File: src/hw/rtl/hdgpw_pkg.sv
package hdgpw_pkg;

  // Screen geometry
  localparam int SCREEN_W = 320;
  localparam int SCREEN_H = 200;

  // Glyph geometry
  localparam int GLYPH_W = 4;
  localparam int GLYPH_H = 8;
  localparam int COL_W   = $clog2(GLYPH_W);
  localparam int ROW_W   = $clog2(GLYPH_H);
  localparam int CNT_W   = COL_W + ROW_W;
  localparam int PIX_PER_GLYPH = GLYPH_W * GLYPH_H;

  // Field widths
  localparam int DIGIT_W  = 4;
  localparam int POS_X_W  = 9;
  localparam int POS_Y_W  = 8;
  localparam int OFFSET_W = 16;
  localparam int COLOR_W  = 8;

  localparam int IN_DATA_W  = 24;
  localparam int OUT_DATA_W = 24;

  // Clamp limits that keep the whole glyph on screen
  localparam logic [POS_X_W-1:0] X_MAX = POS_X_W'(SCREEN_W - GLYPH_W);
  localparam logic [POS_Y_W-1:0] Y_MAX = POS_Y_W'(SCREEN_H - GLYPH_H);

  localparam logic [CNT_W-1:0]   CNT_LAST    = CNT_W'(PIX_PER_GLYPH - 1);
  localparam logic [COLOR_W-1:0] COLOR_RESET = 8'd15;

  // Offset step when the scan wraps from the last column to the next row
  localparam logic [OFFSET_W-1:0] ROW_STEP = OFFSET_W'(SCREEN_W - GLYPH_W + 1);
  localparam logic [OFFSET_W-1:0] OFFSET_MAX = OFFSET_W'(SCREEN_W * SCREEN_H - 1);

  // One glyph in flight: clamped position and the pixel being produced
  typedef struct packed {
    logic [DIGIT_W-1:0] digit;
    logic [POS_X_W-1:0] x;
    logic [POS_Y_W-1:0] y;
    logic [CNT_W-1:0]   cnt;
  } pix_req_t;

  // Font ROM: four column bytes per glyph, column 0 in the low byte.
  // Bit 7 of a column byte is the top row.
  function automatic logic [GLYPH_W*8-1:0] font_glyph(input logic [DIGIT_W-1:0] d);
    logic [GLYPH_W*8-1:0] g;
    case (d)
      4'h0: g = {8'h7e, 8'h81, 8'h81, 8'h7e};
      4'h1: g = {8'h01, 8'hff, 8'h41, 8'h00};
      4'h2: g = {8'h61, 8'h91, 8'h89, 8'h47};
      4'h3: g = {8'h66, 8'h99, 8'h81, 8'h42};
      4'h4: g = {8'h08, 8'hff, 8'h48, 8'h38};
      4'h5: g = {8'h8d, 8'h91, 8'h91, 8'hfa};
      4'h6: g = {8'h46, 8'h89, 8'h89, 8'h7d};
      4'h7: g = {8'hc0, 8'hb0, 8'h8c, 8'hc3};
      4'h8: g = {8'h66, 8'h99, 8'h99, 8'h66};
      4'h9: g = {8'hff, 8'h90, 8'h90, 8'h60};
      4'ha: g = {8'h3f, 8'hc8, 8'hc8, 8'h3f};
      4'hb: g = {8'h66, 8'h99, 8'h99, 8'hff};
      4'hc: g = {8'h66, 8'h81, 8'h81, 8'h7e};
      4'hd: g = {8'h7e, 8'hc3, 8'h81, 8'hff};
      4'he: g = {8'h99, 8'h99, 8'h99, 8'hff};
      4'hf: g = {8'h88, 8'h88, 8'h88, 8'hff};
      default: g = '0;
    endcase
    return g;
  endfunction

endpackage

File: src/hw/rtl/hex_digit_glyph_pixel_writer.sv
// Hex digit glyph pixel writer.
//
// The slave stream takes one glyph request per transaction: a hex digit and
// the top-left screen position. Positions beyond the screen are clamped so
// the whole 4x8 glyph stays visible. The master stream gives 32 pixel
// writes per request, rows top to bottom and columns left to right; each
// carries the linear frame-buffer offset and either the pixel color or zero.
// tlast marks the 32nd pixel of each glyph.
//
// The config channel writes the pixel color; it is always ready and should
// only be written while no glyph is in flight.
//
// Each request is held in the item register and each pixel then passes
// through the output register. Throughput: one pixel per cycle while the
// receiver is ready; a new request is taken in the same cycle the last
// pixel of the previous one enters the output register, so glyphs stream
// without gaps. The pixel counter in the item register sets that rate.
// When the receiver stalls, the output register holds its transaction and
// the counter stops. Reset empties both stages and sets the color to 15.
module hex_digit_glyph_pixel_writer (
  input  logic                              clk,
  input  logic                              rst,
  input  logic                              s_axis_tvalid,
  output logic                              s_axis_tready,
  // digit [3:0], pos_x [12:4], pos_y [20:13], zero [23:21]
  input  logic [hdgpw_pkg::IN_DATA_W-1:0]   s_axis_tdata,
  output logic                              m_axis_tvalid,
  input  logic                              m_axis_tready,
  // pixel_offset [15:0], pixel_value [23:16]
  output logic [hdgpw_pkg::OUT_DATA_W-1:0]  m_axis_tdata,
  output logic                              m_axis_tlast,
  input  logic                              cfg_valid,
  output logic                              cfg_ready,
  input  logic [hdgpw_pkg::COLOR_W-1:0]     cfg_data
);
  import hdgpw_pkg::*;

  logic [COLOR_W-1:0]  pixel_color;
  logic                req_valid;
  logic                req_ready;
  pix_req_t            req;
  logic [OFFSET_W-1:0] pixel_offset;
  logic [COLOR_W-1:0]  pixel_value;

  // Color register.
  assign cfg_ready = 1'b1;
  always_ff @(posedge clk) begin
    if (rst) begin
      pixel_color <= COLOR_RESET;
    end else if (cfg_valid) begin
      pixel_color <= cfg_data;
    end
  end

  hdgpw_seq u_seq (
    .clk       (clk),
    .rst       (rst),
    .in_valid  (s_axis_tvalid),
    .in_ready  (s_axis_tready),
    .in_digit  (s_axis_tdata[DIGIT_W-1:0]),
    .in_x      (s_axis_tdata[DIGIT_W +: POS_X_W]),
    .in_y      (s_axis_tdata[DIGIT_W+POS_X_W +: POS_Y_W]),
    .req_valid (req_valid),
    .req_ready (req_ready),
    .req       (req)
  );

  hdgpw_out u_out (
    .clk        (clk),
    .rst        (rst),
    .req_valid  (req_valid),
    .req_ready  (req_ready),
    .req        (req),
    .color      (pixel_color),
    .out_valid  (m_axis_tvalid),
    .out_ready  (m_axis_tready),
    .out_offset (pixel_offset),
    .out_value  (pixel_value),
    .out_last   (m_axis_tlast)
  );

  assign m_axis_tdata = {pixel_value, pixel_offset};

endmodule

File: src/hw/rtl/hdgpw_seq.sv
module hdgpw_seq (
  input  logic                        clk,
  input  logic                        rst,
  input  logic                        in_valid,
  output logic                        in_ready,
  input  logic [hdgpw_pkg::DIGIT_W-1:0] in_digit,
  input  logic [hdgpw_pkg::POS_X_W-1:0] in_x,
  input  logic [hdgpw_pkg::POS_Y_W-1:0] in_y,
  output logic                        req_valid,
  input  logic                        req_ready,
  output hdgpw_pkg::pix_req_t         req
);
  import hdgpw_pkg::*;

  logic     busy;
  pix_req_t item;
  logic     adv;
  logic     done;

  // The current pixel moves on when the output stage takes it.
  assign adv      = busy && req_ready;
  assign done     = adv && (item.cnt == CNT_LAST);
  assign in_ready = !busy || done;

  assign req_valid = busy;
  assign req       = item;

  // Item register with clamped position and pixel counter.
  always_ff @(posedge clk) begin
    if (rst) begin
      busy     <= 1'b0;
      item.cnt <= '0;
    end else if (in_valid && in_ready) begin
      busy       <= 1'b1;
      item.digit <= in_digit;
      item.x     <= (in_x > X_MAX) ? X_MAX : in_x;
      item.y     <= (in_y > Y_MAX) ? Y_MAX : in_y;
      item.cnt   <= '0;
    end else if (done) begin
      busy <= 1'b0;
    end else if (adv) begin
      item.cnt <= item.cnt + CNT_W'(1);
    end
  end

endmodule

File: src/hw/rtl/hdgpw_out.sv
module hdgpw_out (
  input  logic                          clk,
  input  logic                          rst,
  input  logic                          req_valid,
  output logic                          req_ready,
  input  hdgpw_pkg::pix_req_t           req,
  input  logic [hdgpw_pkg::COLOR_W-1:0] color,
  output logic                          out_valid,
  input  logic                          out_ready,
  output logic [hdgpw_pkg::OFFSET_W-1:0] out_offset,
  output logic [hdgpw_pkg::COLOR_W-1:0] out_value,
  output logic                          out_last
);
  import hdgpw_pkg::*;

  logic [ROW_W-1:0]     row;
  logic [COL_W-1:0]     col;
  logic [7:0]           col_bits;
  logic                 on;
  logic [POS_Y_W-1:0]   line;
  logic [OFFSET_W-1:0]  offset_next;
  logic [GLYPH_W*8-1:0] glyph;

  assign row = req.cnt[CNT_W-1:COL_W];
  assign col = req.cnt[COL_W-1:0];

  // Font lookup and the glyph bit for this row.
  assign glyph    = font_glyph(req.digit);
  assign col_bits = glyph[col*8 +: 8];
  assign on       = col_bits[3'(GLYPH_H - 1) - row];

  // Linear frame-buffer offset, wrapped to the offset width.
  assign line        = req.y + POS_Y_W'(row);
  assign offset_next = OFFSET_W'(OFFSET_W'(line) * OFFSET_W'(SCREEN_W))
                     + OFFSET_W'(req.x) + OFFSET_W'(col);

  assign req_ready = !out_valid || out_ready;

  // Result register.
  always_ff @(posedge clk) begin
    if (rst) begin
      out_valid <= 1'b0;
    end else if (req_ready) begin
      out_valid <= req_valid;
    end
    if (req_ready && req_valid) begin
      out_offset <= offset_next;
      out_value  <= on ? color : '0;
      out_last   <= (req.cnt == CNT_LAST);
    end
  end

endmodule

File: config.mk
export PLATFORM = sky130hd
export DESIGN_NAME = hex_digit_glyph_pixel_writer
export DESIGN_NICKNAME = d
export VERILOG_FILES = /design/src/hw/rtl/hdgpw_pkg.sv /design/src/hw/rtl/hex_digit_glyph_pixel_writer.sv /design/src/hw/rtl/hdgpw_seq.sv /design/src/hw/rtl/hdgpw_out.sv
export SDC_FILE = /design/constraint.sdc
export NUM_CORES = 1
export LEC_CHECK = 0
export ABC_CLOCK_PERIOD_IN_PS = 7300
export BUFFER_PORTS_ARGS = -buffer_cell sky130_fd_sc_hd__buf_2
export CORE_UTILIZATION = 50
export CTS_CLUSTER_SIZE = 14
export DETAILED_ROUTE_END_ITERATION = 7
export GPL_ROUTABILITY_DRIVEN = 0
export MAX_ROUTING_LAYER = met4
export PLACE_DENSITY = 0.78
export SLEW_MARGIN = 20
export SYNTH_ARGS = -nofsm -noshare
export SYNTH_HDL_FRONTEND = slang
export SYNTH_HIERARCHICAL = 1
export SYNTH_SLANG_ARGS = --single-unit
File: constraint.sdc
create_clock -name clk -period 7.3 [get_ports clk]
set_input_delay 1.095 -clock clk [delete_from_list [all_inputs] [get_ports clk]]
set_output_delay 1.095 -clock clk [all_outputs]
set_load 0.03 [all_outputs]
==> impl_metrics.json <==
{
  "multiInputGateArea_sq_um": 2180,
  "final.fill_count": 663,
  "first_global_vias": 2768,
  "source_to_sink_clock_delay_at_the_later_pin_of_the_worst_skew_pair_ps": 340,
  "slew-limit-headroom": 0.358,
  "crit_path_end_kind": "flip-flop",
  "postSynthNetCount": 453,
  "total_overflow_reported_by_the_global_router": 0,
  "critical_path_data_arrival_time_ps": 4230,
  "regArea_sq_um": 1680,
  "detailed_place_hpwl_um": 5630,
  "antenna_cells_inserted": 0,
  "startpoint_of_the_worst_hold_path": "u_seq/req_valid",
  "timing.max_cap.violations": 0,
  "power_per_cell_area_nw_per_um2": 189,
  "i_o_pin_count": 65,
  "holdBufCountCts": 0,
  "totalNegativeSetupSlack_ps": 0,
  "route.final.wire_length_um": 7740,
  "finish.cell_count_without_fillers": 547,
  "final-max-slew-violation-count": 0,
  "maxClockFrequency_mhz": 242,
  "drt_first_pass_iters": 4,
  "grt_max_degree": 33,
  "number_of_cells_produced_by_synthesis": 385,
  "design.die.area_sq_um": 8490,
  "worst_reg2reg_path_startpoint": "u_seq/req[2]",
  "post_cts.repair.setup_buffers": 0,
  "floorplan.initialDensity": 0.521,
  "die_outline_height_um": 92.2,
  "core-area_sq_um": 7810,
  "timing.setup.critical_path_class": "reg2reg",
  "post_cts.resized_instances": 0,
  "clock_tree_from_tritoncts": "done",
  "dr_total_vias": 3052,
  "fin_worst_skew_ps": 9.51,
  "result_of_the_run": "completed",
  "ys_warn_count": 6,
  "route.antenna.remaining_nets": 0,
  "power.static_leakage_uw": 0.00183,
  "cts.htree.levels": 3,
  "yosys_most_used_dff": "sky130_fd_sc_hd__edfxtp_1",
  "root_buffer_selected_by_cts": "sky130_fd_sc_hd__clkbuf_8",
  "setup_repair_after_global_routing_missed_its_margin": "false",
  "layout.cells.most_common": "sky130_fd_sc_hd__buf_2",
  "synth_area_per_cell_sq_um": 10.6,
  "die_x_um": 92.2,
  "synth-seq-area-share": 0.414,
  "fin_crit_share": 0.566,
  "clock_tree.buffer_depth": 2,
  "detail_route.drc_violations": 0,
  "worstMarginPinSlew_ps": 962,
  "critical_path_required_ps": 7400,
  "area_growth_from_synthesis_to_layout_pct": 12.7,
  "placement_row_count": 32,
  "detail_route.vias_per_cell": 5.58,
  "tritoncts.num_buffers": 9,
  "final_period_minus_worst_setup_slack_ps": 4130,
  "critPathLaunchType": "flip-flop",
  "grt_first_pass_wirelength_um": 12500,
  "number_of_enable_type_register_cells_in_the_synthesized_netlist": 46,
  "synth.ff_latch_count": 61,
  "ir_drop_v": 0.0000762,
  "detailedRoute.firstIterationViolations": 202,
  "hold_path_class": "reg2reg",
  "wire_per_inst_um": 14.1,
  "grt_antenna_before_repair": 0,
  "placed_cells_incl_taps": 531,
  "port-buffer-count": 60,
  "final_layout_size_suffix_gt1_frac": 0.220,
  "netlist_area_sq_um": 4060,
  "critical_path_startpoint": "u_seq/req[2]",
  "setup_viol": 0,
  "grt_use_total": 0.195,
  "async_flop_share": 0,
  "clk_transition_reported_paths_ps": 80,
  "worstPathMaxFanout": 12,
  "number_of_different_library_cells_in_the_post_synthesis_netlist": 75,
  "final-hold-violation-count": 0,
  "nNetsFinal": 508,
  "cts.sinks": 61,
  "mostFrequentLayoutCells": "sky130_fd_sc_hd__buf_2 (60), sky130_fd_sc_hd__edfxtp_1 (46), sky130_fd_sc_hd__ha_1 (28), sky130_fd_sc_hd__nor2_1 (23), sky130_fd_sc_hd__nand2_1 (21)"
}
-- critical path, stage by stage, from the launching register on --
cell	delay (ps)
sky130_fd_sc_hd__dfxtp_1	570
sky130_fd_sc_hd__ha_1	240
sky130_fd_sc_hd__inv_1	50
sky130_fd_sc_hd__fa_1	400
sky130_fd_sc_hd__nor2b_1	190
sky130_fd_sc_hd__o21ai_0	190
sky130_fd_sc_hd__xnor2_1	240
sky130_fd_sc_hd__ha_1	300
sky130_fd_sc_hd__ha_1	340
sky130_fd_sc_hd__a211oi_1	270
sky130_fd_sc_hd__o21bai_1	110
sky130_fd_sc_hd__a21oi_1	200
sky130_fd_sc_hd__xor3_1	400
sky130_fd_sc_hd__nor3_1	290
sky130_fd_sc_hd__xnor2_1	110
-- through the flow --
stage | area (sq um) | power, uW | hold slack, ps | utilization | setup WS, ps
after floorplan | 4060 | 530 | 481 | - | 3830
after global placement | 4380 | 562 | 499 | 0.561 | 3420
after detailed placement | 4380 | 566 | 513 | 0.561 | 3230
after CTS | 4580 | 868 | 534 | 0.587 | 3220
after global routing | 4580 | 902 | 543 | 0.587 | 2990
final | 4580 | 864 | 527 | 0.587 | 3170
-- layer usage --
layer	routed length, um	global-route usage
met4	191	0.0885
met5	0	-
met2	3550	0.307
met3	461	0.0406
met1	3540	0.242
-- where the power goes --
| part | total (uW) | switching (uW) | internal (uW) | leakage, uW |
|---|---|---|---|---|
| sequential | 413 | 15.3 | 398 | 0.000557 |
| combinational | 147 | 86.6 | 60.1 | 0.00118 |
| clock | 304 | 145 | 159 | 0.000100 |
-- sequential cells by signal (all words and copies together), names as in the netlist --
signal and count:
u_out/out_last 1, pixel_color 8, u_seq/req 26, u_out/out_value 8
u_out/out_valid 1, u_seq/req_valid 1, u_out/out_offset 16
-- worst paths after layout --
path	to	slack, ps	depth (start not counted)
worst max-delay path	u_out/out_offset[15]	3170	14
worst min-delay path	u_out/out_valid	530	2
worst max register to register	u_out/out_offset[15]	3170	14
worst min register to register	u_out/out_valid	530	2
-- Yosys cell counts (2+ instances only) --
cell,count,area (sq um)
sky130_fd_sc_hd__o311ai_0,2,17.5
sky130_fd_sc_hd__a31oi_1,2,12.5
sky130_fd_sc_hd__buf_2,3,15.0
sky130_fd_sc_hd__o2111ai_1,2,17.5
sky130_fd_sc_hd__nor4_1,3,18.8
sky130_fd_sc_hd__xnor2_1,17,149
sky130_fd_sc_hd__and2_1,12,75.1
sky130_fd_sc_hd__clkbuf_1,7,26.3
sky130_fd_sc_hd__o21ai_1,3,15.0
sky130_fd_sc_hd__nor2b_1,14,87.6
sky130_fd_sc_hd__or3_1,4,25.0
sky130_fd_sc_hd__ha_1,28,350
sky130_fd_sc_hd__o2bb2ai_1,8,70.1
sky130_fd_sc_hd__o211ai_1,2,15.0
sky130_fd_sc_hd__fa_1,3,60.1
sky130_fd_sc_hd__a21o_1,2,15.0
sky130_fd_sc_hd__nand4_1,3,18.8
sky130_fd_sc_hd__nor2_2,4,25.0
sky130_fd_sc_hd__a2111oi_0,2,17.5
sky130_fd_sc_hd__o31ai_2,2,25.0
sky130_fd_sc_hd__nand2_1,21,78.8
sky130_fd_sc_hd__o21ai_0,15,75.1
sky130_fd_sc_hd__a211o_2,2,20.0
sky130_fd_sc_hd__buf_4,3,22.5
sky130_fd_sc_hd__inv_1,20,75.1
sky130_fd_sc_hd__and3b_1,2,17.5
sky130_fd_sc_hd__nor3_1,6,30.0
sky130_fd_sc_hd__dfxtp_1,15,300
sky130_fd_sc_hd__o21a_1,3,22.5
sky130_fd_sc_hd__mux2i_1,9,90.1
sky130_fd_sc_hd__xor2_1,10,87.6
sky130_fd_sc_hd__edfxtp_1,46,1380
sky130_fd_sc_hd__nor2b_2,2,17.5
sky130_fd_sc_hd__a211o_1,4,35.0
sky130_fd_sc_hd__nand2b_1,19,119
sky130_fd_sc_hd__a32oi_1,2,17.5
sky130_fd_sc_hd__a21oi_1,11,55.1
sky130_fd_sc_hd__nor2_1,23,86.3
sky130_fd_sc_hd__buf_6,4,45.0
sky130_fd_sc_hd__nand3_1,7,35.0
sky130_fd_sc_hd__nand3b_1,2,15.0
sky130_fd_sc_hd__a211oi_1,3,22.5
-- cells by family after synthesis --
logic type / synth area share
AND/OR/NAND/NOR: 0.177
AO/OA/AOI/OAI: 0.158
flip-flops: 0.414
buffers and inverters: 0.0490
adder cells (fa/ha/maj): 0.103
XOR/XNOR: 0.0640
multiplexers: 0.0333
other: 0.000923
-- layout make-up --
cell class                      instances  share of cell area
Timing Repair Buffer                   62              0.0688
Clock buffer                            9              0.0270
Clock inverter                          7              0.0158
Multi-Input combinational cell        286               0.477
Sequential cell                        61               0.367
Inverter                               20              0.0164
Tap cell                              102              0.0279
No activity file was read; power rests on OpenSTA's default activity.
